### src/rtl/qapm_pkg.sv
package qapm_pkg;

   // Fixed-point formats
   localparam int FRAC_BITS      = 8;
   localparam int GAIN_FRAC_BITS = 12;
   localparam int MIX_SHIFT      = FRAC_BITS + GAIN_FRAC_BITS;

   // Field and datapath widths
   localparam int IN_W    = 24;
   localparam int ERR_W   = IN_W + 1;
   localparam int GAIN_W  = 16;
   localparam int INTEG_W = 32;
   localparam int DERIV_W = 32;
   localparam int DUTY_W  = 8;
   localparam int MUL_A_W = 33;
   localparam int MUL_B_W = 32;
   localparam int PROD_W  = MUL_A_W + MUL_B_W;
   localparam int ACC_W   = 56;

   localparam int NUM_AXES   = 3;
   localparam int NUM_MOTORS = 4;

   // Tick period is 1/DT_RECIP seconds
   localparam int DT_RECIP    = 50;
   localparam int RECIP_SHIFT = 32;
   // ceil(2^RECIP_SHIFT / DT_RECIP); exact floor divide for values below 2^25
   localparam longint unsigned RECIP_MUL =
      ((64'd1 << RECIP_SHIFT) + 64'(DT_RECIP) - 64'd1) / 64'(DT_RECIP);
   localparam int DUTY_MAX = 255;

   // Gain register indexes
   typedef enum logic [1:0] {
      CSR_PROP     = 2'd0,
      CSR_INTEG    = 2'd1,
      CSR_DERIV    = 2'd2,
      CSR_THROTTLE = 2'd3
   } csr_index_type;

   typedef struct packed {
      logic signed [IN_W-1:0] meas_roll;
      logic signed [IN_W-1:0] meas_pitch;
      logic signed [IN_W-1:0] meas_yaw;
      logic signed [IN_W-1:0] meas_alt;
      logic signed [IN_W-1:0] want_roll;
      logic signed [IN_W-1:0] want_pitch;
      logic signed [IN_W-1:0] want_yaw;
      logic signed [IN_W-1:0] want_alt;
   } req_data_type;

   typedef struct packed {
      logic [DUTY_W-1:0] duty_front_a;
      logic [DUTY_W-1:0] duty_front_b;
      logic [DUTY_W-1:0] duty_rear_b;
      logic [DUTY_W-1:0] duty_rear_a;
   } rsp_data_type;

endpackage

### src/rtl/qapm_mul.sv
// Shared signed multiplier, product registered
module qapm_mul import qapm_pkg::*; (
   input  logic                      clock,
   input  logic signed [MUL_A_W-1:0] mul_a,
   input  logic signed [MUL_B_W-1:0] mul_b,
   output logic signed [PROD_W-1:0]  prod_ff
);

   logic signed [PROD_W-1:0] prod_in;

   assign prod_in = PROD_W'(mul_a) * PROD_W'(mul_b);

   always_ff @(posedge clock) begin
      prod_ff <= prod_in;
   end

endmodule
### config.mk
export PLATFORM = sky130hd
export DESIGN_NAME = qapm_mul
export DESIGN_NICKNAME = d
export VERILOG_FILES = /design/src/rtl/qapm_pkg.sv /design/src/rtl/qapm_mul.sv
export SDC_FILE = /design/constraint.sdc
export NUM_CORES = 2
export LEC_CHECK = 0
export ABC_AREA = 0
export BUFFER_PORTS_ARGS = -buffer_cell sky130_fd_sc_hd__buf_2
export CAP_MARGIN = 20
export CORE_MARGIN = 4
export CORE_UTILIZATION = 55
export CTS_BUF_LIST = sky130_fd_sc_hd__clkbuf_4 sky130_fd_sc_hd__clkbuf_8
export CTS_CLUSTER_DIAMETER = 40
export DETAILED_ROUTE_END_ITERATION = 6
export GPL_ROUTABILITY_DRIVEN = 0
export HOLD_SLACK_MARGIN = 0.05
export MAX_ROUTING_LAYER = met4
export PLACE_DENSITY_LB_ADDON = 0.1
export SLEW_MARGIN = 10
export SYNTH_ARGS = -nofsm -noshare
export SYNTH_HDL_FRONTEND = slang
export SYNTH_SLANG_ARGS = --single-unit
### constraint.sdc
create_clock -name clock -period 9.6 [get_ports clock]
set_input_delay 1.92 -clock clock [delete_from_list [all_inputs] [get_ports clock]]
set_output_delay 1.92 -clock clock [all_outputs]
set_load 0.005 [all_outputs]
==> flow_metrics.py <==
metrics = {
    "sta": {
        "fin_crit_sh_pct": 95.9,
        "finalHoldViolations": 0,
        "rsz0062_at_grt": "false",
        "final_max_slew_viol_count": 0,
        "whs_ps": 2140,
        "max_slew_margin_pct": 53.2,
        "period_minus_slack_ps": 9200,
        "tns_ps": 0,
        "fin_ws_ps": 395,
        "fmaxAchievable_mhz": 109,
        "setup_viol": 0,
        "worst_slew_pin_slew_ps": 703,
    },
    "die": {
        "start_util_pct": 55.8,
        "fp.dieW_um": 272,
        "rows": 96,
        "die_h_um": 272,
        "ioPinCount": 131,
        "die-area_um2": 74200,
        "design.core.area_um2": 68900,
    },
    "grt": {
        "grt_antenna_before_repair": 5,
        "overflow": 0,
        "grt_max_degree": 34,
        "grt_pass1_wl_um": 176000,
        "gr-usage-all-layers_pct": 32.0,
        "grt_pass1_vias": 29100,
    },
    "critical_path": {
        "critPathKind": "in -> reg",
        "cp.arrival_ps": 9570,
        "cp_max_fo": 20,
        "end_kind": "flip-flop",
        "required_ps": 9960,
        "startpoint_type": "input port",
    },
    "final_layout": {
        "area_growth_pct": 6.47,
        "largest_register_ffs": 65,
        "final_nets": 5494,
        "drive_gt1_share_pct": 7.35,
        "fillers": 6195,
        "top_regs": "prod_ff (65)",
        "top_register": "prod_ff",
    },
    "detailed_routing": {
        "drt_iter0_markers": 2257,
        "drc": 0,
        "drt_first_pass_iters": 7,
        "vias_per_cell": 5.34,
        "wirelength_um": 109000,
        "vias": 27100,
        "avgRoutedWirePerCell_um": 21.4,
        "drtAntennaViolNets": 0,
    },
    "synthesis": {
        "synth_cells": 4055,
        "synth-main-ff-cell": "dfxtp_1",
        "syn_nets": 5419,
        "synth_edf_count": 0,
        "ys_seq_elements": 65,
        "synth_area_per_cell_um2": 9.48,
        "ys_warn_count": 0,
        "synth-async-reset-ratio_pct": 0,
        "netlist-cell-type-count": 59,
        "ys_seq_area_share_pct": 3.38,
        "synthesis.area_um2": 38500,
    },
    "cts": {
        "clkSlewWorstSetupHoldPaths_ps": 100,
        "cts_resized": 0,
        "htree_levels": 3,
        "cts_tree": "done",
        "postCtsHoldBufs": 0,
        "cts.sinks": 65,
        "cts_setup_buffers": 0,
        "cts_buffer_depth": 2,
        "clockRootBuffer": "clkbuf_8",
        "cts_buffers": 9,
    },
    "placed_design": {
        "place_ws_ps": 0.232,
        "hpwl_um": 94500,
        "io_buffer_count": 130,
    },
    "status": {
        "status": "complete, no violations",
    },
    "run": {
        "drv_cap": 0,
    },
    "hold_path": {
        "hold_path.class": "in -> reg",
    },
}
cell usage in the layout, fill, tap and decap left out, drive strengths merged, types with 3 or more instances in the layout:
| master | instances |
|---|---|
| dfxtp | 65 |
| fa | 1112 |
| nor2 | 65 |
| buf | 275 |
| a211oi | 5 |
| diode | 4 |
| ha | 186 |
| o31ai | 8 |
| o21a | 3 |
| a311oi | 3 |
| and3 | 5 |
| a41oi | 3 |
| a31oi | 11 |
| and2 | 535 |
| a21boi | 3 |
| nor4 | 3 |
| nand4 | 9 |
| xnor2 | 47 |
| clkbuf | 9 |
| o21ai | 38 |
| nor2b | 7 |
| nand2 | 540 |
| xor2 | 24 |
| nor3 | 12 |
| o211ai | 14 |
| a21oi | 61 |
| nand2b | 14 |
| o21bai | 12 |
| a21o | 22 |
| nor3b | 3 |
| inv | 993 |
| nand3 | 19 |
synthesized netlist by cell type, types with 5 or more instances:
| library cell | n | area [um^2] |
|---|---|---|
| inv_1 | 991 | 3720 |
| and3_1 | 5 | 31.3 |
| ha_1 | 186 | 2330 |
| a31oi_1 | 9 | 56.3 |
| nor3_1 | 12 | 60.1 |
| nand3_1 | 19 | 95.1 |
| o31ai_1 | 8 | 60.1 |
| nor2_1 | 65 | 244 |
| clkbuf_1 | 203 | 762 |
| a21oi_1 | 60 | 300 |
| nand2b_1 | 14 | 87.6 |
| nor2b_1 | 7 | 43.8 |
| xnor2_1 | 47 | 412 |
| a21o_1 | 22 | 165 |
| nand2_1 | 539 | 2020 |
| dfxtp_1 | 65 | 1300 |
| o21ai_0 | 37 | 185 |
| buf_2 | 7 | 35.0 |
| xor2_1 | 24 | 210 |
| o21bai_1 | 11 | 82.6 |
| o211ai_1 | 14 | 105 |
| and2_1 | 535 | 3350 |
| fa_1 | 1112 | 22300 |
| nand4_1 | 9 | 56.3 |
stage by stage:
stage	utilization [%]	area, um^2	std cells
floorplan	-	38500	4055
finish	59.4	40900	5070
global route	59.4	40900	5070
detailed placement	59.0	40700	5050
CTS	59.4	40900	5066
global placement	59.0	40700	5050
cell type report:
cell class | count | area (um^2) | share of cell area, %
multi-input cells | 2788 | 32600 | 79.7
repair buffers | 275 | 1890 | 4.61
diodes | 4 | 10.0 | 0.0244
flip-flops and latches | 65 | 1300 | 3.18
clock inverters | 7 | 101 | 0.248
clock buffers | 9 | 124 | 0.303
inverters | 991 | 3720 | 9.08
well taps | 931 | 1160 | 2.84
metal layers:
layer | GRT usage, % | vias to the layer above | routed length (um)
met4 | 6.37 | 0 | 2730
met1 | 45.8 | 14200 | 46300
li1 | - | 11700 | -
met2 | 48.9 | 1027 | 51000
met3 | 5.85 | 148 | 8560
met5 | - | - | 0
critical path: stages:
cell and delay, ps:
buf_2 400, and2_1 240, fa_1 440, fa_1 700, inv_1 110, fa_1 510, fa_1 520, inv_1 60
fa_1 550, buf_4 160, fa_1 440, fa_1 500, inv_1 50, fa_1 480, inv_1 50, ha_1 310
nand4_1 180, nor3_1 240, buf_4 150, nand3_1 70, o32ai_1 490, buf_4 220, nor3_1 60, buf_4 140
nor2b_1 220, o31ai_1 100, nand2b_1 100, xor2_1 130
cells by family after synthesis:
family,Yosys count,synth area share (%)
compound gates,200,3.46
xor+xnor,71,1.62
fa+ha+maj,1298,63.9
buf+inv,1202,11.8
flops,65,3.38
mux,1,0.0293
simple gates,1218,15.8
path summary, 6_finish.rpt:
check / startpoint / endpoint / slack [ps] / depth (start not counted)
worst max-delay path: mul_b[8] / prod_ff[60] / 400 / 28
worst min-delay path: mul_b[0] / prod_ff[0] / 2140 / 3
Power is not shown: default switching activity piles up to over one toggle a cycle in this logic, so the estimate is an artifact.
